[src/design/gra_pkg.sv]
// ----------------------------------------------------------------------------
// gra_pkg
// Shared constants and types for the glitch-rejecting burst averager.
// ----------------------------------------------------------------------------
`default_nettype none

package gra_pkg;

  localparam int unsigned SAMPLE_W      = 16;
  localparam int unsigned KEPT_W        = 4;
  localparam int unsigned SLOTS_DEFAULT = 8;

  localparam logic [SAMPLE_W-1:0] LIMIT_RESET = 16'd1000;
  localparam logic [SAMPLE_W-1:0] REF_RESET   = 16'd1000;

  typedef struct packed {
    logic                keep;
    logic [SAMPLE_W-1:0] value;
  } slot_rec_t;

  typedef enum logic [1:0] {
    BK_ACCUM,
    BK_DIV,
    BK_EMIT
  } back_state_t;

endpackage

`default_nettype wire

[src/design/gra_intf.sv]
// ----------------------------------------------------------------------------
// gra_intf
// Valid/ready channels for converter reads and burst means.
// ----------------------------------------------------------------------------
`default_nettype none

interface gra_sample_if;
  logic        valid;
  logic        ready;
  logic        read_ok;
  logic [15:0] sample;

  modport source (output valid, output read_ok, output sample, input ready);
  modport sink   (input valid, input read_ok, input sample, output ready);
endinterface

interface gra_mean_if;
  logic        valid;
  logic        ready;
  logic [15:0] average;
  logic [3:0]  kept_count;
  logic        held;

  modport source (output valid, output average, output kept_count, output held,
                  input ready);
  modport sink   (input valid, input average, input kept_count, input held,
                  output ready);
endinterface

`default_nettype wire

[src/design/gra_front.sv]
// ----------------------------------------------------------------------------
// gra_front
// Classifies converter reads against the reference and emits one slot record
// per finished slot.
// ----------------------------------------------------------------------------
`default_nettype none

module gra_front
  import gra_pkg::*;
(
  input  wire logic                clk,
  input  wire logic                rst,
  input  wire logic                cfg_we,
  input  wire logic [SAMPLE_W-1:0] cfg_wdata,
  gra_sample_if.sink               in_ch,
  output      logic                push,
  output      slot_rec_t           push_rec,
  input  wire logic                q_full
);

  logic [SAMPLE_W-1:0] delta_limit;
  logic [SAMPLE_W-1:0] reference_sample;
  logic                reread_pending;

  logic [SAMPLE_W-1:0] v_eff;
  logic [SAMPLE_W-1:0] mag;
  logic                in_limit;
  logic                accept;

  assign in_ch.ready = !q_full;
  assign accept      = in_ch.valid && in_ch.ready;

  always_comb begin
    v_eff = (reread_pending && !in_ch.read_ok) ? '0 : in_ch.sample;
    mag   = (v_eff >= reference_sample) ? (v_eff - reference_sample)
                                        : (reference_sample - v_eff);
    in_limit = (mag <= delta_limit);
  end

  always_comb begin
    push           = accept && (reread_pending || !in_ch.read_ok || in_limit);
    push_rec.keep  = in_ch.read_ok ? in_limit : (reread_pending && in_limit);
    push_rec.value = v_eff;
  end

  always_ff @(posedge clk) begin
    if (rst) begin
      delta_limit      <= LIMIT_RESET;
      reference_sample <= REF_RESET;
      reread_pending   <= 1'b0;
    end else begin
      if (cfg_we) begin
        delta_limit <= cfg_wdata;
      end
      if (accept) begin
        if (reread_pending) begin
          reread_pending   <= 1'b0;
          reference_sample <= v_eff;
        end else if (in_ch.read_ok) begin
          if (in_limit) begin
            reference_sample <= v_eff;
          end else begin
            reread_pending <= 1'b1;
          end
        end
      end
    end
  end

endmodule

`default_nettype wire

[src/design/gra_queue.sv]
// ----------------------------------------------------------------------------
// gra_queue
// Two-entry queue of slot records between front and back.
// ----------------------------------------------------------------------------
`default_nettype none

module gra_queue
  import gra_pkg::*;
(
  input  wire logic      clk,
  input  wire logic      rst,
  input  wire logic      push,
  input  wire slot_rec_t push_rec,
  output      logic      full,
  input  wire logic      pop,
  output      logic      not_empty,
  output      slot_rec_t head
);

  slot_rec_t  entries [2];
  logic       wr_ptr;
  logic       rd_ptr;
  logic [1:0] count;
  logic       do_pop;

  assign full      = (count == 2'd2);
  assign not_empty = (count != 2'd0);
  assign head      = entries[rd_ptr];
  assign do_pop    = pop && not_empty;

  always_ff @(posedge clk) begin
    if (push) begin
      entries[wr_ptr] <= push_rec;
    end
  end

  always_ff @(posedge clk) begin
    if (rst) begin
      wr_ptr <= 1'b0;
      rd_ptr <= 1'b0;
      count  <= 2'd0;
    end else begin
      if (push) begin
        wr_ptr <= !wr_ptr;
      end
      if (do_pop) begin
        rd_ptr <= !rd_ptr;
      end
      if (push && !do_pop) begin
        count <= count + 2'd1;
      end else if (do_pop && !push) begin
        count <= count - 2'd1;
      end
    end
  end

endmodule

`default_nettype wire

[src/design/gra_back.sv]
// ----------------------------------------------------------------------------
// gra_back
// Accumulates slot records over a burst, divides the sum by the kept count
// one quotient bit per cycle and loads the result register.
// ----------------------------------------------------------------------------
`default_nettype none

module gra_back
  import gra_pkg::*;
#(
  parameter int unsigned SLOTS = SLOTS_DEFAULT
) (
  input  wire logic      clk,
  input  wire logic      rst,
  output      logic      pop,
  input  wire logic      not_empty,
  input  wire slot_rec_t head,
  gra_mean_if.source     out_ch
);

  localparam int unsigned SLOT_W = (SLOTS > 1) ? $clog2(SLOTS) : 1;
  localparam int unsigned CNT_W  = $clog2(SLOTS + 1);
  localparam int unsigned SUM_W  = SAMPLE_W + $clog2(SLOTS);
  localparam int unsigned STEP_W = $clog2(SUM_W);

  back_state_t         state;
  back_state_t         state_next;

  logic [SLOT_W-1:0]   slot_index;
  logic [SUM_W-1:0]    running_sum;
  logic [CNT_W-1:0]    kept_samples;
  logic [SAMPLE_W-1:0] previous_mean;

  logic [SUM_W-1:0]    dividend;
  logic [CNT_W-1:0]    divisor;
  logic [CNT_W-1:0]    remainder;
  logic [STEP_W-1:0]   step;
  logic                is_held;

  logic [SUM_W-1:0]    sum_next;
  logic [CNT_W-1:0]    cnt_next;
  logic                last_slot;
  logic [CNT_W:0]      rem_shift;
  logic                q_bit;
  logic                out_free;
  logic [CNT_W+KEPT_W-1:0] kept_ext;

  logic [SAMPLE_W-1:0] out_average;
  logic [KEPT_W-1:0]   out_kept;
  logic                out_held;
  logic                out_valid;

  assign out_ch.valid      = out_valid;
  assign out_ch.average    = out_average;
  assign out_ch.kept_count = out_kept;
  assign out_ch.held       = out_held;

  assign out_free = !out_valid || out_ch.ready;
  assign pop      = (state == BK_ACCUM) && not_empty;
  assign kept_ext = {{KEPT_W{1'b0}}, divisor};

  always_comb begin
    sum_next  = running_sum + (head.keep ? SUM_W'(head.value) : '0);
    cnt_next  = kept_samples + CNT_W'(head.keep);
    last_slot = (slot_index == SLOT_W'(SLOTS - 1));
    rem_shift = {remainder, dividend[SUM_W-1]};
    q_bit     = (rem_shift >= {1'b0, divisor});
  end

  always_comb begin
    state_next = state;
    case (state)
      BK_ACCUM: begin
        if (pop && last_slot) begin
          state_next = (cnt_next == '0) ? BK_EMIT : BK_DIV;
        end
      end
      BK_DIV: begin
        if (step == '0) begin
          state_next = BK_EMIT;
        end
      end
      BK_EMIT: begin
        if (out_free) begin
          state_next = BK_ACCUM;
        end
      end
      default: state_next = BK_ACCUM;
    endcase
  end

  always_ff @(posedge clk) begin
    if (rst) begin
      state <= BK_ACCUM;
    end else begin
      state <= state_next;
    end
  end

  always_ff @(posedge clk) begin
    if (rst) begin
      slot_index    <= '0;
      running_sum   <= '0;
      kept_samples  <= '0;
      previous_mean <= '0;
      out_valid     <= 1'b0;
    end else begin
      if ((state == BK_EMIT) && out_free) begin
        out_valid <= 1'b1;
      end else if (out_ch.ready) begin
        out_valid <= 1'b0;
      end
      case (state)
        BK_ACCUM: begin
          if (pop) begin
            if (last_slot) begin
              slot_index   <= '0;
              running_sum  <= '0;
              kept_samples <= '0;
            end else begin
              slot_index   <= slot_index + SLOT_W'(1);
              running_sum  <= sum_next;
              kept_samples <= cnt_next;
            end
          end
        end
        BK_EMIT: begin
          if (out_free) begin
            if (!is_held) begin
              previous_mean <= dividend[SAMPLE_W-1:0];
            end
          end
        end
        default: ;
      endcase
    end
  end

  // Divider datapath and result register payload
  always_ff @(posedge clk) begin
    case (state)
      BK_ACCUM: begin
        if (pop && last_slot) begin
          dividend  <= sum_next;
          divisor   <= cnt_next;
          remainder <= '0;
          step      <= STEP_W'(SUM_W - 1);
          is_held   <= (cnt_next == '0);
        end
      end
      BK_DIV: begin
        dividend  <= {dividend[SUM_W-2:0], q_bit};
        remainder <= q_bit ? CNT_W'(rem_shift - {1'b0, divisor}) : rem_shift[CNT_W-1:0];
        step      <= step - STEP_W'(1);
      end
      BK_EMIT: begin
        if (out_free) begin
          out_held <= is_held;
          if (is_held) begin
            out_average <= previous_mean;
            out_kept    <= '0;
          end else begin
            out_average <= dividend[SAMPLE_W-1:0];
            out_kept    <= kept_ext[KEPT_W-1:0];
          end
        end
      end
      default: ;
    endcase
  end

endmodule

`default_nettype wire

[src/design/glitch_rejecting_burst_averager_top.sv]
// ----------------------------------------------------------------------------
// glitch_rejecting_burst_averager_top
// Rejects glitched converter reads and emits one truncated mean per burst.
//
//   channel   | dir | transaction payload
//   ----------+-----+-------------------------------------
//   in_ch     | in  | read_ok, sample
//   out_ch    | out | average, kept_count, held
//   cfg       | in  | cfg_we, cfg_wdata -> delta_limit
//
// The front takes a read whenever the two-entry slot queue has room; the back
// retires one queued slot per cycle while it is accumulating. At the end of a
// burst the back runs the bit-serial divider and then loads the result
// register; a burst with nothing kept skips the divider.
// Reset (rst, synchronous) sets delta_limit and the reference to 1000 and
// clears the queue, the sums and the previous mean.
// A stalled result holds in the output register; the back then waits and the
// queue fills until the front drops ready.
// ----------------------------------------------------------------------------
`default_nettype none

module glitch_rejecting_burst_averager_top
  import gra_pkg::*;
#(
  parameter int unsigned SLOTS = SLOTS_DEFAULT
) (
  input  wire logic                clk,
  input  wire logic                rst,
  input  wire logic                cfg_we,
  input  wire logic [SAMPLE_W-1:0] cfg_wdata,
  gra_sample_if.sink               in_ch,
  gra_mean_if.source               out_ch
);

  logic      push;
  slot_rec_t push_rec;
  logic      q_full;
  logic      pop;
  logic      not_empty;
  slot_rec_t head;

  gra_front u_front (
    .clk       (clk),
    .rst       (rst),
    .cfg_we    (cfg_we),
    .cfg_wdata (cfg_wdata),
    .in_ch     (in_ch),
    .push      (push),
    .push_rec  (push_rec),
    .q_full    (q_full)
  );

  gra_queue u_queue (
    .clk       (clk),
    .rst       (rst),
    .push      (push),
    .push_rec  (push_rec),
    .full      (q_full),
    .pop       (pop),
    .not_empty (not_empty),
    .head      (head)
  );

  gra_back #(
    .SLOTS (SLOTS)
  ) u_back (
    .clk       (clk),
    .rst       (rst),
    .pop       (pop),
    .not_empty (not_empty),
    .head      (head),
    .out_ch    (out_ch)
  );

endmodule

`default_nettype wire

[src/flat_wrapper.sv]
// flat-port wrapper written by rule: the top's interface ports become plain ports
module glitch_rejecting_burst_averager_top_flat import gra_pkg::*;
#(
  parameter int unsigned SLOTS = SLOTS_DEFAULT
)
  (clk, rst, cfg_we, cfg_wdata, in_ch_valid, in_ch_read_ok, in_ch_sample, in_ch_ready, out_ch_valid, out_ch_average, out_ch_kept_count, out_ch_held, out_ch_ready);
  gra_sample_if in_ch_i ();
  gra_mean_if out_ch_i ();
  input  wire logic clk;
  input  wire logic rst;
  input  wire logic cfg_we;
  input  wire logic [SAMPLE_W-1:0] cfg_wdata;
  input wire logic [$bits(in_ch_i.valid)-1:0] in_ch_valid;
  input wire logic [$bits(in_ch_i.read_ok)-1:0] in_ch_read_ok;
  input wire logic [$bits(in_ch_i.sample)-1:0] in_ch_sample;
  output wire logic [$bits(in_ch_i.ready)-1:0] in_ch_ready;
  output wire logic [$bits(out_ch_i.valid)-1:0] out_ch_valid;
  output wire logic [$bits(out_ch_i.average)-1:0] out_ch_average;
  output wire logic [$bits(out_ch_i.kept_count)-1:0] out_ch_kept_count;
  output wire logic [$bits(out_ch_i.held)-1:0] out_ch_held;
  input wire logic [$bits(out_ch_i.ready)-1:0] out_ch_ready;
  assign in_ch_i.valid = in_ch_valid;
  assign in_ch_i.read_ok = in_ch_read_ok;
  assign in_ch_i.sample = in_ch_sample;
  assign in_ch_ready = in_ch_i.ready;
  assign out_ch_valid = out_ch_i.valid;
  assign out_ch_average = out_ch_i.average;
  assign out_ch_kept_count = out_ch_i.kept_count;
  assign out_ch_held = out_ch_i.held;
  assign out_ch_i.ready = out_ch_ready;
  glitch_rejecting_burst_averager_top #(.SLOTS(SLOTS)) u_core (.clk(clk), .rst(rst), .cfg_we(cfg_we), .cfg_wdata(cfg_wdata), .in_ch(in_ch_i), .out_ch(out_ch_i));
endmodule
[config.mk]
export PLATFORM = sky130hd
export DESIGN_NAME = glitch_rejecting_burst_averager_top_flat
export DESIGN_NICKNAME = d
export VERILOG_FILES = /design/src/design/gra_pkg.sv /design/src/design/gra_intf.sv /design/src/design/gra_front.sv /design/src/design/gra_queue.sv /design/src/design/gra_back.sv /design/src/design/glitch_rejecting_burst_averager_top.sv /design/src/flat_wrapper.sv
export SDC_FILE = /design/constraint.sdc
export NUM_CORES = 1
export LEC_CHECK = 0
export BUFFER_PORTS_ARGS = -buffer_cell sky130_fd_sc_hd__buf_2
export CORE_ASPECT_RATIO = 1.5
export CORE_MARGIN = 1.5
export CORE_UTILIZATION = 56
export DETAILED_ROUTE_END_ITERATION = 10
export PLACE_DENSITY = 0.83
export SLEW_MARGIN = 20
export SYNTH_ARGS = -nofsm -noshare
export SYNTH_HDL_FRONTEND = slang
export SYNTH_SLANG_ARGS = --single-unit
[constraint.sdc]
create_clock -name clk -period 7.45 [get_ports clk]
set_input_delay 0.745 -clock clk [delete_from_list [all_inputs] [get_ports clk]]
set_output_delay 0.745 -clock clk [all_outputs]
set_load 0.05 [all_outputs]
# --- Word-level counts from Yosys, hierarchy flattened ---
# Memory sizes are Yosys's and may differ from the RTL's. A register that Yosys moved wholly into a read port is not among the register bits.
# Index checks and enable logic that the tools add are counted.
# W data, S select, Z words.
word_totals:
  ff_bits: 136
  latchBits: 0
  mem_bits_rw: 34
  mem_bits_ro: 0
  in_bits: 38
  output_inout_bits: 23
  mem_count: 1
mem_list:
  columns: ["name", "words", "word_bits", "read_ports", "rd_clocked_by_memory_dff", "wr", "line_no", "text"]
  rows:
  - ["u_core.u_queue.entries", 2, 17, 1, 1, 1, "gra_queue.sv:20", "slot_rec_t entries [2];"]
classes:
  n_addsub: 9
  multipliers: 0
  n_div: 0
  n_lt_le_gt_ge: 3
  eq_ne: 7
  shifts: 0
  mux: 34
  n_bitwise: 0
  n_reduce_logical: 35
op_table:
  columns: ["op", "count"]
  rows:
  - ["$mux W16", 7]
  - ["$mux W19", 2]
  - ["$pmux W19 S2", 1]
  - ["$sub A16 B16 Y16", 2]
  - ["$add A19 B16 Y19", 1]
  - ["$ge A16 B16 Y1", 1]
  - ["$le A16 B16 Y1", 1]
  - ["$mux W2", 6]
  - ["$mux W4", 3]
  - ["$reduce_bool A2 Y1", 6]
  - ["$logic_and A1 B1 Y1", 10]
  - ["$mux W1", 10]
  - ["$pmux W5 S2", 1]
  - ["$pmux W4 S2", 1]
  - ["$reduce_and A2 Y1", 4]
  - ["$logic_not A1 Y1", 7]
  - ["$pmux W2 S3", 1]
  - ["$reduce_and A3 Y1", 2]
  - ["$ge A5 B4 Y1", 1]
  - ["$logic_not A5 Y1", 1]
  - ["$mux W5", 1]
  - ["$sub A5 B1 Y5 const B", 1]
  - ["$add A4 B1 Y4", 1]
  - ["$eq A2 B2 Y1 const B", 2]
  - ["12 further kinds", 15]

# --- Logic depth before layout (Yosys ltp) ---
# Gate-level depths: netlist (run 1).
logic_depth:
  word_depth: 12
  mapped_depth: 27
  mapped_depth_nobuf: 24

# --- By module ---
# A second synthesis (run 1) with hierarchy kept.
hier_totals:
  cells_unflattened: 1009
  hier_area_um2: 9813.2
by_module_without_submodules:
  columns: ["module", "instances", "cells_each", "area_per_inst_um2", "seq_area_each_um2"]
  rows:
  - ["gra_back", 1, 500, 5024.8, 2522.4]
  - ["gra_front", 1, 434, 3352.0, 660.6]
  - ["gra_queue", 1, 75, 1436.4, 1121.1]

# --- Worst setup path before layout (run 1) ---
# OpenSTA, ideal clock, no wires.
synth_path:
  path_kind: "input -> register"
  from: "input port in_ch_read_ok"
  to: "memory u_core.u_queue.entries[0][0] (netlist bit), enable pin"
  setup_time_ns: 0.392
  t_arrival_ns: 5.564
  t_required_ns: 7.058
  path_slack_ns: 1.493
  stages: 22
  path_buffers: 4
  path_cell_list: "nand2b_1 > clkbuf_1 > clkbuf_1 > nand2_1 > ha_1 > inv_1 > fa_1 > a21o_1 > a211o_1 > o2111ai_2 > nand3_2 > buf_4 > o31a_1 > xor2_1 > ha_1 > a21o_1 > a21o_1 > a211oi_1 > a21oi_1 > clkbuf_1 > a21oi_1 > nor2b_1"
synth_between:
  elab_chain_cells: 10
  word_cells_on_any_way: 13
synth_rtl:
  columns: ["item", "line_no", "text"]
  rows:
  - ["start, declared", "flat_wrapper.sv:14", "input wire logic [$bits(in_ch_i.read_ok)-1:0] in_ch_read_ok;"]
  - ["$logic_not A1 Y1 *", "gra_front.sv:34, gra_front.sv:41", null]
  - ["$logic_and A1 B1 Y1", "gra_front.sv:34", "v_eff = (reread_pending && !in_ch.read_ok) ? '0 : in_ch.sample;"]
  - ["$mux W16", "gra_front.sv:34", null]
  - ["$sub A16 B16 Y16, or another cell as far along", "gra_front.sv:36", ": (reference_sample - v_eff);"]
  - ["$mux W16", "gra_front.sv:35", "mag = (v_eff >= reference_sample) ? (v_eff - reference_sample)"]
  - ["$le A16 B16 Y1", "gra_front.sv:37", "in_limit = (mag <= delta_limit);"]
  - ["$logic_or A1 B1 Y1 *", "gra_front.sv:41", "push = accept && (reread_pending || !in_ch.read_ok || in_limit);"]
  - ["$logic_and A1 B1 Y1 *", "gra_front.sv:41", null]
  - ["named net u_core.push", "glitch_rejecting_burst_averager_top.sv:35", "logic push;"]
  - ["$mux W1 *", "gra_queue.sv:32", "if (push) begin"]
  - ["$mux W1 (implied by the code) *", "gra_queue.sv:33", "entries[wr_ptr] <= push_rec;"]
  - ["end, declared", "gra_queue.sv:20", null]
# The timed path passes the listed nets; every way through them passes the cells marked *.

==> flow_metrics.env, run 1 <==
export IMPL_layout_common_cells="nor2_1, edfxtp_1, a21oi_1, dfxtp_1, nand2_1"
export IMPL_use_met2=0.446
export IMPL_rsz0062_at_grt="false"
export IMPL_core_area_mm2=0.0167
export IMPL_grt_util_met1=0.258
export IMPL_clock_sinks=171
export IMPL_post_route_drc_count=0
export IMPL_post_dp_cell_area_mm2=0.00994
export IMPL_antenna_left=0
export IMPL_grt_max_degree=70
export IMPL_vias=7158
export IMPL_syn_inst=978
export IMPL_wl_per_cell_um=16.3
export IMPL_ys_ff_latch=171
export IMPL_slew_headroom=0.356
export IMPL_die_w_um=109
export IMPL_finalSetupViolCount=0
export IMPL_path_clk_slew_ns=0.06
export IMPL_cts_path_max_buffers=2
export IMPL_fin_nets=1133
export IMPL_cp_slowest_cell="and2_1"
export IMPL_power_static_leakage_uw=0.00433
export IMPL_cp_start_kind="input port"
export IMPL_antenna_found_initial=0
export IMPL_drv_cap=0
export IMPL_top_usage_layer="met2"
export IMPL_p_total_uw=3600
export IMPL_port_buffers=60
export IMPL_place_gp_congestion=0.887
export IMPL_synth_distinct_cells=66
export IMPL_start_util=0.570
export IMPL_ys_flop_type="edfxtp_1"
export IMPL_grt_overflow=0
export IMPL_post_route_min_period_ns=6.26
export IMPL_use_met3=0.0456
export IMPL_cts_resized=0
export IMPL_r2r_start="u_core.u_front.reread_pending$_SDFFE_PP0P_"
export IMPL_max_freq_mhz=160
export IMPL_drive_gt1_frac=0.128
export IMPL_cp_end_kind="register"
export IMPL_syn_num_nets=1093
export IMPL_hold_viol=0
export IMPL_viasPerCell=5.77
export IMPL_stdcell_area_mm2=0.0105
export IMPL_worstHoldPathType="register to register"
export IMPL_setup_tns_final_ns=0
export IMPL_hold_path_endpoint="u_core.u_back.running_sum[14]$_SDFFE_PP0P_"
export IMPL_grt_pass1_wl_um=33500
export IMPL_min_delay_path_depth=2
export IMPL_finalCritPeriodShare=0.841
export IMPL_p_per_area_mw_per_mm2=342
export IMPL_root_buffer="clkbuf_16"
export IMPL_ir_drop_v=0.000206
export IMPL_cp_startpoint="in_ch_read_ok"
export IMPL_synth_seq_area_share=0.452
export IMPL_postRouteWirelength_um=20200
export IMPL_drt_iter0_drc=425
export IMPL_layout_commonest_cell="nor2_1"
export IMPL_reg2reg_to="u_core.u_queue.entries[1][8]$_DFFE_PP_"
export IMPL_cts_hold_buffers_added=0
export IMPL_yosysWarnings=0
export IMPL_worst_hold_slack_ns=0.462
export IMPL_cts_tree="built"
export IMPL_crit_fanout=24
export IMPL_synthArstFlopShare=0
export IMPL_dieHeight_um=163
export IMPL_syn_cell_area_mm2=0.00951
export IMPL_clk_latency_ns=0.43
export IMPL_outcome="complete, no violations"
export IMPL_dp_hpwl_um=14500
export IMPL_synth_edff_count=88
export IMPL_dr_pass1_iters=5
export IMPL_crit_top_cell="a21o_1"
export IMPL_diodes=0
export IMPL_dp_slack_ns=0.770
export IMPL_syn_avg_cell_area_um2=9.73
export IMPL_cp_arrival_ns=6.32
export IMPL_grtUsageTotal=0.242
export IMPL_worstPathCellList="buf_2 > nand2b_1 > nand2_1 > inv_1 > fa_1 > a21o_1 > a211o_1 > o2111ai_2 > nand3_2 > mux2_4 > a41oi_2 > xnor2_1 > ha_1 > a21o_1 > a21o_1 > a211oi_1 > a21oi_1 > a21oi_1 > and2_1"
export IMPL_required_ns=7.51
export IMPL_ios=61
export IMPL_critPathMaxStageDelay_ns=0.68
export IMPL_r2r_cells=18
export IMPL_cts_max_level=4
export IMPL_timing_final_max_slew_violations=0
export IMPL_finClkSkew_ns=0.00922
export IMPL_postLayoutSetupSlackWorst_ns=1.19
export IMPL_grt_pass1_vias=7177
export IMPL_tightest_slew_ns=0.964
export IMPL_post_cts_setup_buffer_count=0
export IMPL_critPathKind="input port to register"
export IMPL_area_growth_pct=10.5
export IMPL_worst_r2r_setup_slack_ns=1.28
export IMPL_row_count=58
export IMPL_dieArea_mm2=0.0178
export IMPL_min_from="u_core.u_back.running_sum[14]$_SDFFE_PP0P_"
export IMPL_cts_buffers=17
==> how the worst max path moves through the flow <==
stage | endpoint | slack (ns)
floorplan | u_core.u_queue.entries[0][0]$_DFFE_PP_ | 1.49
global placement | u_core.u_queue.entries[1][13]$_DFFE_PP_ | 0.85
detailed placement | u_core.u_queue.entries[1][13]$_DFFE_PP_ | 0.77
CTS | u_core.u_queue.entries[1][9]$_DFFE_PP_ | 1.20
global route | u_core.u_queue.entries[1][8]$_DFFE_PP_ | 0.75
finish | u_core.u_queue.entries[1][8]$_DFFE_PP_ | 1.19
==> cells in the mapped netlist, drive strengths merged (3+ instances only) <==
| master | number | area (um2) |
|---|---|---|
| nor2 | 101 | 379 |
| edfxtp | 88 | 2640 |
| a21oi | 83 | 415 |
| dfxtp | 83 | 1660 |
| nand2 | 79 | 297 |
| ha | 73 | 913 |
| inv | 67 | 251 |
| o21ai | 58 | 290 |
| mux2i | 47 | 470 |
| clkbuf | 34 | 129 |
| mux2 | 22 | 251 |
| o211ai | 21 | 158 |
| xnor2 | 19 | 166 |
| xor2 | 19 | 166 |
| a21o | 17 | 128 |
| nand2b | 15 | 93.8 |
| or3 | 14 | 87.6 |
| buf | 12 | 61.3 |
| nand3 | 12 | 65.1 |
| nor2b | 12 | 75.1 |
| nor3 | 10 | 50.1 |
| nand4 | 9 | 56.3 |
| a211oi | 8 | 60.1 |
| o21a | 6 | 45.0 |
| or2 | 6 | 37.5 |
| nand3b | 5 | 37.5 |
| o21bai | 5 | 37.5 |
| a31oi | 4 | 25.0 |
| and2 | 4 | 25.0 |
| fa | 4 | 80.1 |
| a211o | 3 | 26.3 |
| a22o | 3 | 26.3 |
| o22ai | 3 | 18.8 |
==> kinds of logic after synthesis <==
| kind of cell | after synthesis | share of synthesized area |
|---|---|---|
| compound gates | 234 | 0.153 |
| xor+xnor | 38 | 0.0350 |
| fa+ha+maj | 77 | 0.104 |
| buf+inv | 115 | 0.0472 |
| flops | 171 | 0.452 |
| mux | 69 | 0.0759 |
| simple gates | 274 | 0.132 |
==> power breakdown <==
part	switching [uW]	internal (uW)	total, uW
Combinational	922	586	1510
Sequential	81.1	1160	1240
Clock	377	469	846
Total	1380	2220	3600
==> routing by layer <==
metal / up-vias / share of wire / wire length [um]
met4: 0 / 0.031 / 633
met1: 3382 / 0.39 / 7890
met2: 191 / 0.54 / 11000
met5: - / 0 / 0
li1: 3546 / - / -
met3: 39 / 0.037 / 742
==> cell type report <==
class / instances / area [um2]
clock buffers: 18 / 439
inverters: 69 / 259
multi-input cells: 692 / 4770
clock inverters: 14 / 119
flip-flops and latches: 171 / 4300
well taps: 210 / 263
fillers: 1362 / 6170
repair buffers: 67 / 365
==> sequential cells by signal, summed over array words and instances, names as in the netlist, 5 cells and up, named ones only <==
register and flops:
u_core.u_back.dividend 19, u_core.u_back.out_ch.average 16, u_core.u_back.previous_mean 16, u_core.u_back.running_sum 19, u_core.u_back.step 5, u_core.u_front.delta_limit 16, u_core.u_front.reference_sample 16, u_core.u_queue.entries 34
==> critical path: cells and delay by family <==
kind	cells	cell delay [ns]
AOI/OAI and AO/OA	9	2.24
adders and majority gates	2	0.60
muxes	1	0.47
and+or+nand+nor	4	1.90
xor gates and xnor gates	1	0.09
buffers and inverters	2	0.25
==> per-stage QoR <==
step / utilization / instances
floorplan: - / 978
global placement: 0.595 / 1208
detailed placement: 0.595 / 1208
CTS: 0.629 / 1240
global route: 0.630 / 1241
finish: 0.630 / 1241
Note: power is estimated with default switching activity, not from simulation.
==> inputs of run 2 (changes only) <==
- clock period: 7.45 -> 6.1 ns (I/O delays scaled with it)
==> run 2 against run 1 <==
Net effect: combinational power rose by 23%; total power up 25%; core utilization is 0.41 points higher; clock power rose by 31%; largest cell class unchanged; critical path depth is 2 higher; sequential power increased by 23%; highest routed layer unchanged; largest power group unchanged; via count is essentially flat; clock-buffer cell count is 1 higher; sequential cell count is the same; first-iteration DRC count is 25% lower; cell count rose by 0.24%.
==> flow_metrics.env, run 2 (synthesized netlist as in run 1, its figures left out) <==
export IMPL_root_buffer="clkbuf_16"
export IMPL_finalCritPeriodShare=0.912
export IMPL_drv_cap=0
export IMPL_cts_hold_buffers_added=0
export IMPL_timing_final_max_slew_violations=0
export IMPL_fin_nets=1136
export IMPL_viasPerCell=5.76
export IMPL_antenna_left=0
export IMPL_multi_input_area_mm2=0.00477
export IMPL_grt_pass1_wl_um=33500
export IMPL_dr_pass1_iters=5
export IMPL_core_area_mm2=0.0167
export IMPL_max_freq_mhz=180
export IMPL_nFillCells=1384
export IMPL_die_w_um=109
export IMPL_row_count=58
export IMPL_top_register="u_core.u_queue.entries"
export IMPL_place_gp_congestion=0.922
export IMPL_worstHoldPathType="input port to register"
export IMPL_stdcell_area_mm2=0.0106
export IMPL_grtUsageTotal=0.241
export IMPL_area_growth_pct=11.3
export IMPL_reg_largest_list="u_core.u_queue.entries x34, u_core.u_back.dividend x19, u_core.u_back.running_sum x19"
export IMPL_rsz0062_at_grt="false"
export IMPL_critPathKind="register to register"
export IMPL_power_static_leakage_uw=0.00435
export IMPL_outcome="complete, no violations"
export IMPL_ir_drop_v=0.000217
export IMPL_dieHeight_um=163
export IMPL_cp_start_kind="register"
export IMPL_dp_hpwl_um=14900
export IMPL_start_util=0.570
export IMPL_dieArea_mm2=0.0178
export IMPL_cp_end_kind="register"
export IMPL_port_buffers=60
export IMPL_drive_gt1_frac=0.131
export IMPL_cts_path_max_buffers=2
export IMPL_seqCellArea_mm2=0.00430
export IMPL_layout_common_cells="nor2_1, edfxtp_1, a21oi_1, dfxtp_1, nand2_1"
export IMPL_post_route_min_period_ns=5.56
export IMPL_ios=61
export IMPL_slew_headroom=0.349
export IMPL_drt_iter0_drc=318
export IMPL_post_route_drc_count=0
export IMPL_diodes=0
export IMPL_grt_pass1_vias=7210
export IMPL_postRouteWirelength_um=20400
export IMPL_clock_sinks=171
export IMPL_grt_max_degree=70
export IMPL_finalSetupViolCount=0
export IMPL_finClkSkew_ns=0.00881
export IMPL_post_dp_cell_area_mm2=0.00996
export IMPL_vias=7164
export IMPL_tightest_slew_ns=0.975
export IMPL_antenna_found_initial=0
export IMPL_postLayoutSetupSlackWorst_ns=0.538
export IMPL_grt_overflow=0
export IMPL_required_ns=6.44
export IMPL_path_clk_slew_ns=0.07
export IMPL_crit_fanout=16
export IMPL_hold_viol=0
export IMPL_cts_tree="built"
export IMPL_largest_register_ffs=34
export IMPL_layout_commonest_cell="nor2_1"
export IMPL_clk_latency_ns=0.42
export IMPL_cts_max_level=4
export IMPL_wl_per_cell_um=16.4
export IMPL_p_per_area_mw_per_mm2=424
export IMPL_dp_slack_ns=-0.00618
export IMPL_cts_buffers=17
export IMPL_cp_arrival_ns=5.90
-- run 2: cell count changes in the layout (fill, tap and decap cells not counted) --
cell / before / now
inv_6: 4 / 3
clkinvlp_4: 1 / 4
clkbuf_1: 0 / 2
buf_4: 6 / 9
clkinv_1: 3 / 2
bufinv_16: 1 / 3
clkbuf_8: 1 / 0
nand2b_2: 0 / 1
nand2b_1: 15 / 14
clkinv_2: 5 / 1
-- run 2: cell type report --
class | count | share of cell area
inverter | 69 | 0.0245
clock inverter | 13 | 0.0160
multi-input combinational | 692 | 0.451
timing repair buffer | 70 | 0.0366
sequential | 171 | 0.407
tap | 210 | 0.0248
clock buffer | 19 | 0.0409
-- run 2: path summary, 6_finish.rpt --
check	slack [ns]	cells past startpoint	startpoint	endpoint
worst max-delay path	0.54	21	u_core.u_front.reread_pending$_SDFFE_PP0P_	u_core.u_queue.count[1]$_SDFFE_PP0P_
worst min-delay path	0.39	3	cfg_wdata[7]	u_core.u_front.delta_limit[7]$_SDFFE_PP1P_
worst max register to register	0.54	21	u_core.u_front.reread_pending$_SDFFE_PP0P_	u_core.u_queue.count[1]$_SDFFE_PP0P_
worst min register to register	0.46	2	u_core.u_back.kept_samples[0]$_SDFFE_PP0P_	u_core.u_back.kept_samples[0]$_SDFFE_PP0P_
-- run 2: what timing repair did --
action	4_1_cts	5_1_grt
resized for setup	0	1
buffers inserted	0	0
setup endpoints to repair	0	1
-- run 2: stage by stage --
step | setup TNS (ns) | std cells | hold WS [ns] | total power, uW | util
floorplan | 0 | 978 | 0.432 | 2910 | -
global placement | 0 | 1211 | 0.442 | 3300 | 0.597
detailed placement | -0.00618 | 1211 | 0.452 | 3350 | 0.597
CTS | 0 | 1243 | 0.381 | 4470 | 0.633
global route | 0 | 1244 | 0.403 | 4760 | 0.634
finish | 0 | 1244 | 0.394 | 4480 | 0.634
-- run 2: worst max-delay path, stage by stage (launching register included) --
cell and delay, ns:
dfxtp_1 0.41, nand2b_2 0.26, nand2_1 0.19, ha_1 0.15
inv_1 0.06, fa_1 0.39, a21o_1 0.18, a211o_1 0.34
o2111ai_2 0.20, nand3_2 0.28, a211o_1 0.38, a41oi_2 0.19
xnor2_1 0.10, ha_1 0.19, a21o_1 0.18, a21o_1 0.18
a211oi_1 0.44, a21oi_1 0.20, a21oi_1 0.30, ha_1 0.32
or3_1 0.38, a21oi_1 0.16
-- run 2: where the power goes --
group	total [uW]	leakage [uW]	switching, uW	internal (uW)
logic	1860	0.00259	1140	724
clock network	1110	0.000281	461	649
registers	1520	0.00148	98.4	1420
total	4480	0.00435	1690	2790
-- run 2: metal layers --
metal	part of all wire	vias up	GRT usage
met5	0	-	0
met3	0.040	69	0.0452
met2	0.53	222	0.447
met4	0.043	0	0.118
li1	-	3545	-
met1	0.39	3328	0.254
